===== config.mk =====
export PLATFORM = sky130hd
export DESIGN_NAME = motor_feedback_tracker_flat
export DESIGN_NICKNAME = d
export VERILOG_FILES = /design/src/hdl/mft_pkg.sv /design/src/hdl/mft_if.sv /design/src/hdl/mft_serial_mac.sv /design/src/hdl/mft_turn_track.sv /design/src/hdl/mft_hold_timers.sv /design/src/hdl/motor_feedback_tracker.sv /design/src/flat_wrapper.sv
export SDC_FILE = /design/constraint.sdc
export NUM_CORES = 1
export LEC_CHECK = 0
export BUFFER_PORTS_ARGS = -buffer_cell sky130_fd_sc_hd__buf_2
export CAP_MARGIN = 20
export CORE_MARGIN = 8
export CORE_UTILIZATION = 35
export CTS_CLUSTER_SIZE = 16
export DETAILED_ROUTE_END_ITERATION = 10
export GPL_ROUTABILITY_DRIVEN = 1
export GPL_TIMING_DRIVEN = 0
export PLACE_DENSITY = 0.49
export SYNTH_ARGS = -nofsm -noshare
export SYNTH_HDL_FRONTEND = slang
export SYNTH_SLANG_ARGS = --single-unit

===== constraint.sdc =====
create_clock -name clk_i -period 12.1 [get_ports clk_i]
set_input_delay 0.605 -clock clk_i [delete_from_list [all_inputs] [get_ports clk_i]]
set_output_delay 0.605 -clock clk_i [all_outputs]
set_load 0.005 [all_outputs]

===== src/hdl/mft_pkg.sv =====
// Shared types and constants of the motor feedback tracker.
// No dependencies; used by every other file of the block except the defines header.
package mft_pkg;

  localparam int FRAC_W  = 16;   // Q16.16 fraction bits
  localparam int SPEED_W = 32;   // filtered speed width
  localparam int ACC_W   = 52;   // filter accumulator, Q32 products
  localparam int MULT_W  = 17;   // multiplier bits walked by the serial MAC
  localparam int POS_W   = 21;   // position output width
  localparam int CFG_IDX_W  = 3;
  localparam int CFG_DATA_W = 16;

  // Filter coefficients, Q16, as magnitude plus sign.
  localparam logic [MULT_W-1:0] COEF_NEWER_MAG = 17'd113096;
  localparam logic [MULT_W-1:0] COEF_OLDER_MAG = 17'd49542;
  localparam logic [MULT_W-1:0] COEF_INPUT_MAG = 17'd1982;

  // Round half up: seed the accumulator with half an output LSB.
  localparam logic signed [ACC_W-1:0] ROUND_HALF = ACC_W'(32768);

  typedef enum logic [CFG_IDX_W-1:0] {
    REG_SPEED_SCALE       = 3'd0,
    REG_HALF_REVOLUTION   = 3'd1,
    REG_FULL_TURN_COUNT   = 3'd2,
    REG_PRESS_HOLD_LIMIT  = 3'd3,
    REG_SWITCH_HOLD_LIMIT = 3'd4
  } cfg_reg_e;

  typedef struct packed {
    logic               [15:0] motor_rpm;
    logic               [12:0] encoder_now;
    logic               [12:0] encoder_before;
    logic                      button_left;
    logic                      button_right;
    logic                      switch_down;
    logic                      shooter_active;
  } item_t;

  typedef struct packed {
    logic        [SPEED_W-1:0] filtered_speed;
    logic                [7:0] turn_count;
    logic          [POS_W-1:0] position_counts;
    logic               [15:0] left_hold_time;
    logic               [15:0] right_hold_time;
    logic               [15:0] switch_hold_time;
    logic                      left_previous;
    logic                      right_previous;
  } result_t;

  typedef struct packed {
    logic [15:0] speed_scale;
    logic [12:0] half_revolution;
    logic  [6:0] full_turn_count;
    logic [15:0] press_hold_limit;
    logic [15:0] switch_hold_limit;
  } cfg_t;

  typedef struct packed {
    logic start;
    logic clear;
    logic negate;
  } mac_ctrl_t;

  typedef struct packed {
    logic busy;
    logic done;
  } mac_stat_t;

  typedef struct packed {
    logic       [7:0] turn_count;
    logic [POS_W-1:0] position_counts;
  } turn_stat_t;

  typedef struct packed {
    logic [15:0] left_hold_time;
    logic [15:0] right_hold_time;
    logic [15:0] switch_hold_time;
    logic        left_previous;
    logic        right_previous;
  } hold_stat_t;

endpackage


===== src/hdl/mft_if.sv =====
// Handshake channels of the motor feedback tracker: samples, results, config.
// Depends on mft_pkg.
interface mft_item_if;
  logic           valid;
  logic           ready;
  mft_pkg::item_t data;
  modport source (output valid, output data, input ready);
  modport sink   (input valid, input data, output ready);
endinterface

interface mft_result_if;
  logic             valid;
  logic             ready;
  mft_pkg::result_t data;
  modport source (output valid, output data, input ready);
  modport sink   (input valid, input data, output ready);
endinterface

interface mft_cfg_if;
  logic                             valid;
  logic                             ready;
  logic [mft_pkg::CFG_IDX_W-1:0]    index;
  logic [mft_pkg::CFG_DATA_W-1:0]   data;
  modport source (output valid, output index, output data, input ready);
  modport sink   (input valid, input index, input data, output ready);
endinterface


===== src/hdl/mft_serial_mac.sv =====
// Bit-serial multiply-accumulate: one multiplier bit per cycle, shift-add.
// Depends on mft_pkg.
module mft_serial_mac (
  input  logic                              clk_i,
  input  logic                              rst_ni,
  input  mft_pkg::mac_ctrl_t                ctrl_i,
  input  logic signed [mft_pkg::SPEED_W-1:0] operand_i,
  input  logic        [mft_pkg::MULT_W-1:0]  mult_i,
  input  logic signed [mft_pkg::ACC_W-1:0]   init_i,
  output mft_pkg::mac_stat_t                stat_o,
  output logic signed [mft_pkg::ACC_W-1:0]   acc_o
);

  localparam int CNT_W = $clog2(mft_pkg::MULT_W);

  logic                             busy_q;
  logic                             done_q;
  logic [CNT_W-1:0]                 cnt_q;
  logic signed [mft_pkg::ACC_W-1:0] acc_q;
  logic signed [mft_pkg::ACC_W-1:0] mcand_q;
  logic [mft_pkg::MULT_W-1:0]       mult_q;
  logic                             neg_q;

  always_ff @(posedge clk_i or negedge rst_ni) begin
    if (!rst_ni) begin
      busy_q <= 1'b0;
      done_q <= 1'b0;
      cnt_q  <= '0;
    end else begin
      done_q <= busy_q && (cnt_q == '0);
      if (ctrl_i.start) begin
        busy_q <= 1'b1;
        cnt_q  <= CNT_W'(mft_pkg::MULT_W - 1);
      end else if (busy_q) begin
        if (cnt_q == '0) begin
          busy_q <= 1'b0;
        end else begin
          cnt_q <= cnt_q - 1'b1;
        end
      end
    end
  end

  // datapath: multiplicand shifts up, multiplier shifts down
  always_ff @(posedge clk_i) begin
    if (ctrl_i.start) begin
      mcand_q <= mft_pkg::ACC_W'(operand_i);
      mult_q  <= mult_i;
      neg_q   <= ctrl_i.negate;
      if (ctrl_i.clear) begin
        acc_q <= init_i;
      end
    end else if (busy_q) begin
      if (mult_q[0]) begin
        acc_q <= neg_q ? (acc_q - mcand_q) : (acc_q + mcand_q);
      end
      mcand_q <= mcand_q <<< 1;
      mult_q  <= mult_q >> 1;
    end
  end

  assign stat_o.busy = busy_q;
  assign stat_o.done = done_q;
  assign acc_o       = acc_q;

endmodule


===== src/hdl/mft_turn_track.sv =====
// Multi-turn encoder tracking: wrap detection, signed turn counter, position.
// Depends on mft_pkg. Runs a short fixed pipeline per sample.
module mft_turn_track #(
  parameter int REVOLUTION_COUNTS = 8192
) (
  input  logic                clk_i,
  input  logic                rst_ni,
  input  logic                start_i,
  input  logic [12:0]         encoder_now_i,
  input  logic [12:0]         encoder_before_i,
  input  mft_pkg::cfg_t       cfg_i,
  output mft_pkg::turn_stat_t stat_o
);

  localparam int RC_W   = $clog2(REVOLUTION_COUNTS + 1);
  localparam int PROD_W = (8 + RC_W + 2 > mft_pkg::POS_W) ? (8 + RC_W + 2)
                                                          : mft_pkg::POS_W;
  localparam logic signed [PROD_W-1:0] REV_COUNTS_S = PROD_W'(REVOLUTION_COUNTS);

  logic [3:0]               stage_q;
  logic                     dec_q, inc_q;
  logic [12:0]              enc_q;
  logic signed [7:0]        step_q;
  logic signed [7:0]        rev_q;
  logic signed [PROD_W-1:0] prod_q;
  logic [mft_pkg::POS_W-1:0] pos_q;

  logic signed [13:0] diff;
  logic signed [13:0] half_s;
  logic [6:0]         full_eff;
  logic signed [7:0]  full_pos, full_neg, wrap_val;
  logic signed [PROD_W-1:0] rev_ext;
  logic signed [PROD_W-1:0] pos_full;

  always_comb begin
    diff     = $signed({1'b0, encoder_now_i}) - $signed({1'b0, encoder_before_i});
    half_s   = $signed({1'b0, cfg_i.half_revolution});
    full_eff = (cfg_i.full_turn_count == '0) ? 7'd1 : cfg_i.full_turn_count;
    full_pos = $signed({1'b0, full_eff});
    full_neg = -full_pos;
    // reaching +F folds to -(F-1), reaching -F folds to F-1
    if (step_q == full_pos) begin
      wrap_val = full_neg + 8'sd1;
    end else if (step_q == full_neg) begin
      wrap_val = full_pos - 8'sd1;
    end else begin
      wrap_val = step_q;
    end
    rev_ext  = PROD_W'(rev_q);
    pos_full = prod_q + $signed(PROD_W'({1'b0, enc_q}));
  end

  always_ff @(posedge clk_i or negedge rst_ni) begin
    if (!rst_ni) begin
      stage_q <= '0;
      rev_q   <= '0;
    end else begin
      stage_q <= {stage_q[2:0], start_i};
      if (stage_q[1]) begin
        rev_q <= wrap_val;
      end
    end
  end

  always_ff @(posedge clk_i) begin
    if (start_i) begin
      dec_q <= diff > half_s;
      inc_q <= diff < -half_s;
      enc_q <= encoder_now_i;
    end
    if (stage_q[0]) begin
      step_q <= dec_q ? (rev_q - 8'sd1) : (inc_q ? (rev_q + 8'sd1) : rev_q);
    end
    if (stage_q[2]) begin
      prod_q <= rev_ext * REV_COUNTS_S;
    end
    if (stage_q[3]) begin
      pos_q <= pos_full[mft_pkg::POS_W-1:0];
    end
  end

  assign stat_o.turn_count      = rev_q;
  assign stat_o.position_counts = pos_q;

endmodule


===== src/hdl/mft_hold_timers.sv =====
// Saturating hold timers for both buttons and the switch-down condition.
// Depends on mft_pkg.
module mft_hold_timers (
  input  logic                clk_i,
  input  logic                rst_ni,
  input  logic                start_i,
  input  logic                button_left_i,
  input  logic                button_right_i,
  input  logic                switch_down_i,
  input  logic                shooter_active_i,
  input  mft_pkg::cfg_t       cfg_i,
  output mft_pkg::hold_stat_t stat_o
);

  logic [15:0] left_q, right_q, switch_q;
  logic        left_last_q, right_last_q;
  logic        left_prev_q, right_prev_q;
  logic [15:0] left_d, right_d, switch_d;
  logic        switch_cond;

  always_comb begin
    switch_cond = switch_down_i && shooter_active_i;
    left_d   = !button_left_i ? '0 :
               ((left_q < cfg_i.press_hold_limit) ? left_q + 16'd1 : left_q);
    right_d  = !button_right_i ? '0 :
               ((right_q < cfg_i.press_hold_limit) ? right_q + 16'd1 : right_q);
    switch_d = !switch_cond ? '0 :
               ((switch_q < cfg_i.switch_hold_limit) ? switch_q + 16'd1 : switch_q);
  end

  always_ff @(posedge clk_i or negedge rst_ni) begin
    if (!rst_ni) begin
      left_q       <= '0;
      right_q      <= '0;
      switch_q     <= '0;
      left_last_q  <= 1'b0;
      right_last_q <= 1'b0;
      left_prev_q  <= 1'b0;
      right_prev_q <= 1'b0;
    end else if (start_i) begin
      left_q       <= left_d;
      right_q      <= right_d;
      switch_q     <= switch_d;
      left_prev_q  <= left_last_q;
      right_prev_q <= right_last_q;
      left_last_q  <= button_left_i;
      right_last_q <= button_right_i;
    end
  end

  assign stat_o.left_hold_time   = left_q;
  assign stat_o.right_hold_time  = right_q;
  assign stat_o.switch_hold_time = switch_q;
  assign stat_o.left_previous    = left_prev_q;
  assign stat_o.right_previous   = right_prev_q;

endmodule


===== src/hdl/motor_feedback_tracker.sv =====
// Motor feedback tracker top level: config registers, sequencer, output register.
// Depends on mft_pkg, mft_if, mft_serial_mac, mft_turn_track, mft_hold_timers.
//
// Usage:
//   item_i   : one request per control tick (speed, encoder pair, buttons).
//   result_o : one request back per accepted sample, in order.
//   cfg_i    : register writes, index 0..4, always ready; unknown indexes are
//              dropped. Write only while no sample is in flight.
// Filter: one bit-serial MAC walks 17 multiplier bits for each of four products
//   (speed scaling, input, newer and older tap); the finish state then rounds
//   and saturates the result.
// Input: one sample at a time; item_i.ready is high only while the sequencer
//   is idle.
// Stall: a finished result sits in the output register until taken; the next
//   sample is still accepted meanwhile and parks in the last state until the
//   register frees.
// Reset: asynchronous, active low. Filter taps, turn counter, timers and
//   previous-button bits clear to zero; registers return to their defaults.
module motor_feedback_tracker #(
  parameter int REVOLUTION_COUNTS = 8192
) (
  input  logic               clk_i,
  input  logic               rst_ni,
  mft_item_if.sink           item_i,
  mft_result_if.source       result_o,
  mft_cfg_if.sink            cfg_i
);

  typedef enum logic [2:0] {
    S_IDLE,
    S_SCALE,
    S_INPUT,
    S_NEWER,
    S_OLDER,
    S_FINISH
  } state_e;

  state_e state_q;

  // ---- configuration registers ----
  mft_pkg::cfg_t cfg_q;
  logic          cfg_fire;

  assign cfg_i.ready = 1'b1;
  assign cfg_fire    = cfg_i.valid && cfg_i.ready;

  always_ff @(posedge clk_i or negedge rst_ni) begin
    if (!rst_ni) begin
      cfg_q.speed_scale       <= 16'd191;
      cfg_q.half_revolution   <= 13'd4096;
      cfg_q.full_turn_count   <= 7'd18;
      cfg_q.press_hold_limit  <= 16'd400;
      cfg_q.switch_hold_limit <= 16'd2000;
    end else if (cfg_fire) begin
      case (mft_pkg::cfg_reg_e'(cfg_i.index))
        mft_pkg::REG_SPEED_SCALE:       cfg_q.speed_scale       <= cfg_i.data;
        mft_pkg::REG_HALF_REVOLUTION:   cfg_q.half_revolution   <= cfg_i.data[12:0];
        mft_pkg::REG_FULL_TURN_COUNT:   cfg_q.full_turn_count   <= cfg_i.data[6:0];
        mft_pkg::REG_PRESS_HOLD_LIMIT:  cfg_q.press_hold_limit  <= cfg_i.data;
        mft_pkg::REG_SWITCH_HOLD_LIMIT: cfg_q.switch_hold_limit <= cfg_i.data;
        default: ;
      endcase
    end
  end

  // ---- serial MAC status, needed by the input handshake ----
  mft_pkg::mac_ctrl_t                 mac_ctrl;
  mft_pkg::mac_stat_t                 mac_stat;

  // ---- handshakes ----
  logic in_fire;
  logic out_free;
  logic out_valid_q;
  logic load_out;
  mft_pkg::result_t out_q;

  assign item_i.ready   = (state_q == S_IDLE) && !mac_stat.busy;
  assign in_fire        = item_i.valid && item_i.ready;
  assign out_free       = !out_valid_q || result_o.ready;
  assign load_out       = (state_q == S_FINISH) && out_free;
  assign result_o.valid = out_valid_q;
  assign result_o.data  = out_q;

  // ---- serial MAC ----
  logic signed [mft_pkg::SPEED_W-1:0] mac_operand;
  logic        [mft_pkg::MULT_W-1:0]  mac_mult;
  logic signed [mft_pkg::ACC_W-1:0]   mac_init;
  logic signed [mft_pkg::ACC_W-1:0]   mac_acc;

  logic signed [mft_pkg::SPEED_W-1:0] newer_q, older_q;

  // Term order: rpm*scale first (exact, fits 32 bits), then the rounded
  // recursion c2*scaled + c0*newer - |c1|*older on a half-LSB seed.
  always_comb begin
    mac_ctrl    = '0;
    mac_operand = '0;
    mac_mult    = '0;
    mac_init    = '0;
    case (state_q)
      S_IDLE: begin
        mac_ctrl.start = in_fire;
        mac_ctrl.clear = 1'b1;
        mac_operand    = mft_pkg::SPEED_W'($signed(item_i.data.motor_rpm));
        mac_mult       = mft_pkg::MULT_W'(cfg_q.speed_scale);
      end
      S_SCALE: begin
        mac_ctrl.start = mac_stat.done;
        mac_ctrl.clear = 1'b1;
        mac_init       = mft_pkg::ROUND_HALF;
        mac_operand    = mac_acc[mft_pkg::SPEED_W-1:0];
        mac_mult       = mft_pkg::COEF_INPUT_MAG;
      end
      S_INPUT: begin
        mac_ctrl.start = mac_stat.done;
        mac_operand    = newer_q;
        mac_mult       = mft_pkg::COEF_NEWER_MAG;
      end
      S_NEWER: begin
        mac_ctrl.start  = mac_stat.done;
        mac_ctrl.negate = 1'b1;
        mac_operand     = older_q;
        mac_mult        = mft_pkg::COEF_OLDER_MAG;
      end
      default: ;
    endcase
  end

  mft_serial_mac u_mac (
    .clk_i     (clk_i),
    .rst_ni    (rst_ni),
    .ctrl_i    (mac_ctrl),
    .operand_i (mac_operand),
    .mult_i    (mac_mult),
    .init_i    (mac_init),
    .stat_o    (mac_stat),
    .acc_o     (mac_acc)
  );

  // ---- side units, started at acceptance ----
  mft_pkg::turn_stat_t turn_stat;
  mft_pkg::hold_stat_t hold_stat;

  mft_turn_track #(
    .REVOLUTION_COUNTS (REVOLUTION_COUNTS)
  ) u_turn (
    .clk_i            (clk_i),
    .rst_ni           (rst_ni),
    .start_i          (in_fire),
    .encoder_now_i    (item_i.data.encoder_now),
    .encoder_before_i (item_i.data.encoder_before),
    .cfg_i            (cfg_q),
    .stat_o           (turn_stat)
  );

  mft_hold_timers u_hold (
    .clk_i            (clk_i),
    .rst_ni           (rst_ni),
    .start_i          (in_fire),
    .button_left_i    (item_i.data.button_left),
    .button_right_i   (item_i.data.button_right),
    .switch_down_i    (item_i.data.switch_down),
    .shooter_active_i (item_i.data.shooter_active),
    .cfg_i            (cfg_q),
    .stat_o           (hold_stat)
  );

  // ---- round (already seeded) and saturate to 32 bits ----
  localparam int TOP_LSB = mft_pkg::FRAC_W + mft_pkg::SPEED_W - 1;

  logic [mft_pkg::ACC_W-1-TOP_LSB:0]  acc_top;
  logic                               fits;
  logic signed [mft_pkg::SPEED_W-1:0] speed_new;

  always_comb begin
    acc_top = mac_acc[mft_pkg::ACC_W-1:TOP_LSB];
    fits    = (&acc_top) || !(|acc_top);
    if (fits) begin
      speed_new = mac_acc[TOP_LSB:mft_pkg::FRAC_W];
    end else if (mac_acc[mft_pkg::ACC_W-1]) begin
      speed_new = {1'b1, {(mft_pkg::SPEED_W-1){1'b0}}};
    end else begin
      speed_new = {1'b0, {(mft_pkg::SPEED_W-1){1'b1}}};
    end
  end

  // ---- sequencer, filter taps, output register ----
  always_ff @(posedge clk_i or negedge rst_ni) begin
    if (!rst_ni) begin
      state_q     <= S_IDLE;
      out_valid_q <= 1'b0;
      newer_q     <= '0;
      older_q     <= '0;
    end else begin
      // a loaded result stays valid until the receiver takes it
      out_valid_q <= load_out || (out_valid_q && !result_o.ready);
      case (state_q)
        S_IDLE:  if (in_fire)       state_q <= S_SCALE;
        S_SCALE: if (mac_stat.done) state_q <= S_INPUT;
        S_INPUT: if (mac_stat.done) state_q <= S_NEWER;
        S_NEWER: if (mac_stat.done) state_q <= S_OLDER;
        S_OLDER: if (mac_stat.done) state_q <= S_FINISH;
        S_FINISH: begin
          if (load_out) begin
            older_q     <= newer_q;
            newer_q     <= speed_new;
            state_q     <= S_IDLE;
          end
        end
        default: state_q <= S_IDLE;
      endcase
    end
  end

  always_ff @(posedge clk_i) begin
    if (load_out) begin
      out_q.filtered_speed   <= speed_new;
      out_q.turn_count       <= turn_stat.turn_count;
      out_q.position_counts  <= turn_stat.position_counts;
      out_q.left_hold_time   <= hold_stat.left_hold_time;
      out_q.right_hold_time  <= hold_stat.right_hold_time;
      out_q.switch_hold_time <= hold_stat.switch_hold_time;
      out_q.left_previous    <= hold_stat.left_previous;
      out_q.right_previous   <= hold_stat.right_previous;
    end
  end

endmodule


===== src/flat_wrapper.sv =====
// flat-port wrapper written by rule: the top's interface ports become plain ports
module motor_feedback_tracker_flat 
#(
  parameter int REVOLUTION_COUNTS = 8192
)
  (clk_i, rst_ni, item_i_valid, item_i_data, item_i_ready, result_o_valid, result_o_data, result_o_ready, cfg_i_valid, cfg_i_index, cfg_i_data, cfg_i_ready);
  mft_item_if item_i_i ();
  mft_result_if result_o_i ();
  mft_cfg_if cfg_i_i ();
  input  logic clk_i;
  input  logic rst_ni;
  input wire logic [$bits(item_i_i.valid)-1:0] item_i_valid;
  input wire logic [$bits(item_i_i.data)-1:0] item_i_data;
  output wire logic [$bits(item_i_i.ready)-1:0] item_i_ready;
  output wire logic [$bits(result_o_i.valid)-1:0] result_o_valid;
  output wire logic [$bits(result_o_i.data)-1:0] result_o_data;
  input wire logic [$bits(result_o_i.ready)-1:0] result_o_ready;
  input wire logic [$bits(cfg_i_i.valid)-1:0] cfg_i_valid;
  input wire logic [$bits(cfg_i_i.index)-1:0] cfg_i_index;
  input wire logic [$bits(cfg_i_i.data)-1:0] cfg_i_data;
  output wire logic [$bits(cfg_i_i.ready)-1:0] cfg_i_ready;
  assign item_i_i.valid = item_i_valid;
  assign item_i_i.data = item_i_data;
  assign item_i_ready = item_i_i.ready;
  assign result_o_valid = result_o_i.valid;
  assign result_o_data = result_o_i.data;
  assign result_o_i.ready = result_o_ready;
  assign cfg_i_i.valid = cfg_i_valid;
  assign cfg_i_i.index = cfg_i_index;
  assign cfg_i_i.data = cfg_i_data;
  assign cfg_i_ready = cfg_i_i.ready;
  motor_feedback_tracker #(.REVOLUTION_COUNTS(REVOLUTION_COUNTS)) u_core (.clk_i(clk_i), .rst_ni(rst_ni), .item_i(item_i_i), .result_o(result_o_i), .cfg_i(cfg_i_i));
endmodule

# [Yosys cells after proc, flatten, opt, wreduce, memory -nomap -nowiden]
# Index checks and enable logic that the tools add are counted.
# W data, S select, Z words.
[totals] inputBits=70 out_inout_bits=114 ff_bits=492 wordCells=156
[classes] n_reduce_logical=35 addsub=14 order_cmp=5 n_mux=41 eq_ne=22
[ops] cell="$mux W52" n=7
[ops] cell="$pmux W32 S4" n=1
[ops] cell="$mux W16" n=7
[ops] cell="$pmux W17 S4" n=1
[ops] cell="$mux W32" n=2
[ops] cell="$add A52 B52 Y52" n=1
[ops] cell="$sub A52 B52 Y52" n=1
[ops] cell="$add A16 B1 Y16 const B" n=3
[ops] cell="$lt A16 B16 Y1" n=3
[ops] cell="$mux W17" n=2
[ops] cell="$mux W8" n=4
[ops] cell="$add A21 B14 Y21" n=1
[ops] cell="$reduce_and A2 Y1" n=10
[ops] cell="$mux W3" n=6
[ops] cell="$pmux W3 S6" n=1
[ops] cell="$add A8 B2 Y8 const B" n=2
[ops] cell="$eq A8 B8 Y1" n=2
[ops] cell="$mux W5" n=3
[ops] cell="$gt A14 B14 Y1" n=1
[ops] cell="$lt A14 B14 Y1" n=1
[ops] cell="$neg A13 Y14" n=1
[ops] cell="$sub A13 B13 Y14" n=1
[ops] cell="$eq A3 B2 Y1 const B" n=4
[ops] cell="$ne A2 B2 Y1 const B" n=6
[ops] cell="23 further kinds" n=46

# [Logic depth before layout (Yosys ltp)]
[depth] word_depth=6 depth_mapped=19 depth_no_buf=19

# [Hierarchy]
# Synthesis repeated with hierarchy kept, for this count alone.
[hier_totals] cells_unflattened=2548 area_unflattened_um2=27747.9
[modules_own_cells] mod="motor_feedback_tracker" cells_each=721 n_inst=1 area_each_um2=10188.5 seq_area_each_um2=6760.2
[modules_own_cells] mod="mft_serial_mac" cells_each=978 n_inst=1 area_each_um2=9321.4 seq_area_each_um2=3838.7
[modules_own_cells] mod="mft_turn_track" cells_each=402 n_inst=1 area_each_um2=4316.6 seq_area_each_um2=1861.8
[modules_own_cells] mod="mft_hold_timers" cells_each=447 n_inst=1 area_each_um2=3921.3 seq_area_each_um2=1301.2

# [Worst setup path before layout]
# OpenSTA, ideal clock, no wires.
[synth_path] path_kind="flip-flop to flip-flop" start="register u_core.state_q[2]" end="register u_core.u_mac.acc_q, in the netlist u_core.u_mac.acc_o[0], enable pin" period_less_slack_ns=5.896 setup_time_ns=0.534 path_stages_with_launch=8 arrival_time_ns=5.363 t_required_ns=11.566 path_slack_ns=6.204 path_buffers=3 cell_sequence="dfrtp_1 > clkbuf_1 > nor4_2 > nand2_1 > a21o_1 > clkbuf_1 > clkbuf_1 > o21ai_0"
[synth_via] elab_chain_cells=6
[synth_rtl] item="from (decl)" line_no="motor_feedback_tracker.sv:38" text="state_e state_q;"
[synth_rtl] item="from (signal assigned)" line_no="motor_feedback_tracker.sv:189" text="state_q <= S_IDLE;"
[synth_rtl] item="from (signal assigned)" line_no="motor_feedback_tracker.sv:197" text="S_IDLE: if (in_fire) state_q <= S_SCALE;"
[synth_rtl] item="from (signal assigned)" line_no="motor_feedback_tracker.sv:198" text="S_SCALE: if (mac_stat.done) state_q <= S_INPUT;"
[synth_rtl] item="$logic_not A3 Y1 (*)" line_no="motor_feedback_tracker.sv:77" text="assign item_i.ready = (state_q == S_IDLE) && !mac_stat.busy;"
[synth_rtl] item="$logic_and A1 B1 Y1 (*)" line_no="motor_feedback_tracker.sv:77"
[synth_rtl] item="net item_i_ready" line_no="flat_wrapper.sv:14" text="output wire logic [$bits(item_i_i.ready)-1:0] item_i_ready;"
[synth_rtl] item="$logic_and A1 B1 Y1 (*)" line_no="motor_feedback_tracker.sv:78" text="assign in_fire = item_i.valid && item_i.ready;"
[synth_rtl] item="$pmux W1 S2 (*)" line_no="motor_feedback_tracker.sv:99" text="case (state_q)"
[synth_rtl] item="$ne A2 B2 Y1 (no source line) or $reduce_bool A2 Y1 (tied branches)"
[synth_rtl] item="$reduce_and A3 Y1 (no source line) (*)"
[synth_rtl] item="to (signal assigned)" line_no="mft_serial_mac.sv:51" text="acc_q <= init_i;"
[synth_rtl] item="to (signal assigned)" line_no="mft_serial_mac.sv:55" text="acc_q <= neg_q ? (acc_q - mcand_q) : (acc_q + mcand_q);"
[synth_rtl] item="to (decl)" line_no="mft_serial_mac.sv:19" text="logic signed [mft_pkg::ACC_W-1:0] acc_q;"
# The timed path passes the listed nets; every way through them passes the cells marked *.
# A chain may end at the register's enable or synchronous reset.

# [Worst setup path in the final report]
[layout_path] start="register u_core.u_mac.mcand_q[0] (netlist bit)" end="register u_core.u_mac.acc_q, in the netlist u_core.u_mac.acc_o[46] (data pin)"
[layout_via] elab_chain_cells=5
[layout_rtl] item="from (decl)" line_no="mft_serial_mac.sv:20" text="logic signed [mft_pkg::ACC_W-1:0] mcand_q;"
[layout_rtl] item="from (signal assigned)" line_no="mft_serial_mac.sv:47" text="mcand_q <= mft_pkg::ACC_W'(operand_i);"
[layout_rtl] item="from (signal assigned)" line_no="mft_serial_mac.sv:57" text="mcand_q <= mcand_q <<< 1;"
[layout_rtl] item="$add A52 B52 Y52 or $sub A52 B52 Y52 (tied branches)" line_no="mft_serial_mac.sv:55"
[layout_rtl] item="$mux W52 (*)" line_no="mft_serial_mac.sv:55"
[layout_rtl] item="$mux W52 (*)" line_no="mft_serial_mac.sv:54" text="if (mult_q[0]) begin"
[layout_rtl] item="$mux W52 (*)" line_no="mft_serial_mac.sv:53" text="end else if (busy_q) begin"
[layout_rtl] item="$mux W52 (*)" line_no="mft_serial_mac.sv:46" text="if (ctrl_i.start) begin"
# Every way passes the cells marked *; elsewhere a longest branch is shown, timed or not. The select of a mux whose other input is x is not followed.

==> out/metrics.yaml <==
yosys:
  syn_nets: 2786
  synth_top_area_share_pct: 32.0
  avgSynthCellArea_um2: 10.4
  synth-async-reset-ratio_pct: 42.1
  ys_ff_latch: 492
  synth_top_area_cell: "edfxtp_1"
  synth_enable_flop_cells: 285
  synth_area_leaders: "edfxtp_1 (32%), dfrtp_1 (18%), ha_1 (6.9%)"
  synth_warnings: 0
  synth_ff_type: "edfxtp_1"
  synth_cell_types: 91
  synth_area_um2: 26700
  synthCells: 2566
  yosysSeqAreaShare_pct: 51.5
placement:
  port-buffer-count: 182
  gp_congestion: 0.863
  hpwl_um: 61300
critical_path:
  arrival_ns: 6.29
  crit_path_end_kind: "register"
  reg2reg_to: "u_core.u_mac.acc_o[46]"
  reg2reg_depth: 16
  path_max_fanout: 8
  rr_startpoint: "u_core.u_mac.mcand_q[0]"
  start_kind: "register"
  critPathRequiredTime_ns: 12.46
  criticalPathCategory: "reg -> reg"
  ff2ff_setup_slack_ns: 6.17
pwr:
  power_leakage_nw: 13.1
  p_per_area_nw_per_um2: 129
  ir_drop_mv: 0.120
  finalPower_mw: 4.02
layout:
  fin_nets: 3038
  multi_input_area_um2: 12100
  seq_area_um2: 13800
  syn2layout_area_growth_pct: 16.3
  drive_gt1_share_pct: 13.7
  antenna_cells: 0
  n_fill_cell: 7317
sta:
  relSlewSlack_pct: 11.7
  finalHoldViolations: 0
  setup_violations: 0
  slew_violations: 0
  fmax_mhz: 169
  rsz0062_at_grt: "false"
  setup_tns_ns: 0
  finalClockSkew_ns: 0.0137
  min_period_over_period_pct: 49.0
  period_minus_slack_ns: 5.93
  tightest_slew_ns: 1.31
outcome:
  status: "finished, final reports clean"
clock_tree:
  root_buffer: "clkbuf_16"
  cts.sink_count: 492
  cts_max_level: 2
  cts_tree: "built"
  path_clk_slew_ns: 0.06
  cts_buffers: 57
  cts_resized: 0
  clock_latency_ns: 0.62
  clk_path_buf_depth: 3
grt:
  grt_first_pass_wirelength_um: 125000
  grt.overflow.total: 0
  grt_use_total_pct: 18.6
  grt_pass1_vias: 20334
  antenna_found_initial: 5
  grt_max_degree: 93
floorplan:
  fp-row-count: 101
  die_area_um2: 85400
  boundaryPins: 184
  coreArea_um2: 75700
  initial_core_util_pct: 35.3
  die_h_um: 292
  die_w_um: 292
route:
  ant_nets: 0
  drc: 0
  wl_per_cell_um: 21.2
  dr.pass1.iters: 9
  vias: 20726
  via_per_inst: 5.39
  wirelength_um: 81600
  drt-initial-drc-count: 1639
worst_hold_path:
  hp-class: "in -> reg"
  min-delay-start: "item_i_data[27]"
  hold_depth: 1
  holdPathEnd: "u_core.u_turn.enc_q[10]"
flow_run:
  cap_viol_max_count: 0
-- cell families after synthesis --
group / after synthesis / share of synthesized area (%)
buffers and inverters: 216 / 3.14
adder cells (fa/ha/maj): 150 / 7.08
other: 1 / 0.0140
multiplexers: 71 / 2.86
flip-flops: 492 / 51.5
AO/OA/AOI/OAI: 591 / 14.8
AND/OR/NAND/NOR: 881 / 15.1
XOR/XNOR: 164 / 5.52
-- worst max-delay path: stages (launching register included) --
cell and delay (ns):
edfxtp_1 0.47, inv_1 0.09, ha_1 0.16, nor2b_1 0.32, nand3_1 0.37, nor4_1 0.85
a21oi_1 0.19, xnor2_1 0.17, ha_1 0.40, nand2_1 0.14, nor4_1 0.52, nand4_1 0.24
o2111ai_1 0.47, nand4_1 0.20, a2111oi_0 0.68, o21ai_0 0.17, and3_1 0.21
-- metrics by stage --
| step | cell area [um^2] | hold slack [ns] | instances | setup WS, ns | util (%) |
|---|---|---|---|---|---|
| after global placement | 28800 | 0.400 | 3726 | 1.26 | 38.1 |
| after CTS | 31100 | 0.150 | 3845 | 6.25 | 41.1 |
| after detailed placement | 29100 | 0.405 | 3736 | 6.29 | 38.4 |
| after global routing | 31100 | 0.176 | 3845 | 5.75 | 41.1 |
| after floorplan | 26700 | 0.309 | 2566 | 6.20 | - |
| final | 31100 | 0.194 | 3845 | 6.17 | 41.1 |
-- power breakdown --
group          internal [mW]  total [mW]  switching, mW  leakage, nW
registers               1.82        1.85         0.0268         5.45
clock network           1.08        1.82          0.733        0.982
logic                  0.153       0.357          0.204         6.64
total                   3.06        4.02          0.965         13.1
-- cells in the mapped netlist, types with 4 or more instances --
| cell | n |
|---|---|
| o21bai_1 | 12 |
| inv_1 | 113 |
| dfrtp_1 | 188 |
| a21o_1 | 93 |
| or3_1 | 15 |
| o2111ai_1 | 10 |
| nand3_1 | 38 |
| a311oi_1 | 7 |
| o2111a_1 | 4 |
| or2_2 | 4 |
| a31oi_1 | 37 |
| o21ai_0 | 104 |
| o31ai_1 | 7 |
| and3_1 | 26 |
| dfstp_2 | 19 |
| buf_1 | 7 |
| nor2b_1 | 18 |
| nor3b_1 | 7 |
| nor4_1 | 12 |
| mux2i_1 | 28 |
| ha_1 | 148 |
| mux2_2 | 43 |
| nor3_1 | 48 |
| or4_4 | 6 |
| a2111oi_0 | 17 |
| nor2_1 | 207 |
| o211ai_1 | 16 |
| a22oi_1 | 50 |
| clkbuf_1 | 86 |
| buf_2 | 4 |
| and2_1 | 13 |
| a21oi_1 | 134 |
| a211oi_1 | 23 |
| nand4_1 | 33 |
| nand2b_1 | 35 |
| or4_1 | 5 |
| o21a_1 | 14 |
| nand2_1 | 393 |
| a22o_1 | 7 |
| nand3b_1 | 4 |
| edfxtp_1 | 285 |
| xor2_1 | 39 |
| a41oi_1 | 16 |
| xnor2_1 | 122 |
-- metal layers --
metal  up-vias  share of wire [%]  track usage (%)  routed length, um
met4         0                3.2             6.19               2590
met2       634                 44             28.2              35600
met3       140                6.2             3.30               5020
met1     10171                 47             26.7              38500
met5         -                  0                0                  0
li1       9781                  -                -                  -
-- repair_timing --
item / 4_1_cts / 5_1_grt
hold buffers: 1 / 0
endpoints found under the hold margin: 25 / 0
setup buffers: 0 / 0
endpoints found under the setup margin: 0 / 0
-- area by class of cell --
cell class	count	area share [%]
clock buffers	81	5.34
plain buffers	101	1.32
repair buffers	193	3.67
clock inverters	27	1.01
inverters	115	1.39
multi-input cells	1858	39.0
well taps	978	3.94
flip-flops and latches	492	44.3
-- worst max-delay path by stage --
stage | start | end | depth (start not counted)
5_1_grt | u_core.u_mac.mcand_q[0] | u_core.u_mac.acc_o[46] | 16
4_1_cts | u_core.u_mac.mcand_q[0] | u_core.u_mac.acc_o[46] | 16
3_3_place_gp | u_core.state_q[2] | u_core.u_mac.acc_o[9] | 7
2_1_floorplan | u_core.state_q[2] | u_core.u_mac.acc_o[0] | 7
3_5_place_dp | u_core.u_mac.mcand_q[0] | u_core.u_mac.acc_o[46] | 16
6_report | u_core.u_mac.mcand_q[0] | u_core.u_mac.acc_o[46] | 16
-- flip-flops by register name, summed over array words and instances, names as in the netlist, 13 cells and up --
register                flops
u_core.u_hold.switch_q     16
u_core.u_mac.mult_q        17
u_core.result_o.data      111
u_core.u_mac.acc_o         52
u_core.u_hold.left_q       16
u_core.older_q             32
u_core.u_turn.enc_q        13
u_core.u_turn.pos_q        21
u_core.u_mac.mcand_q       52
u_core.newer_q             32
u_core.cfg_q               68
u_core.u_hold.right_q      16
-- cell usage in the layout (no fill, tap or decap), types with 15 or more instances in the layout --
cell,count
o211ai_1,16
o21ai_0,103
a2111oi_0,17
a31oi_1,37
buf_2,186
a21o_1,93
nor2_1,207
and3_1,26
xnor2_1,122
edfxtp_1,285
a22oi_1,50
xor2_1,39
nand3_1,38
a41oi_1,16
nor3_1,47
nand4_1,33
dfrtp_1,188
a21oi_1,134
ha_1,148
dfstp_2,19
mux2_2,43
nand2_1,393
inv_1,113
or3_1,15
mux2i_1,28
nor2b_1,18
nand2b_1,34
a211oi_1,23
clkbuf_16,60
clkbuf_1,98
(Power assumes the default switching activity.)
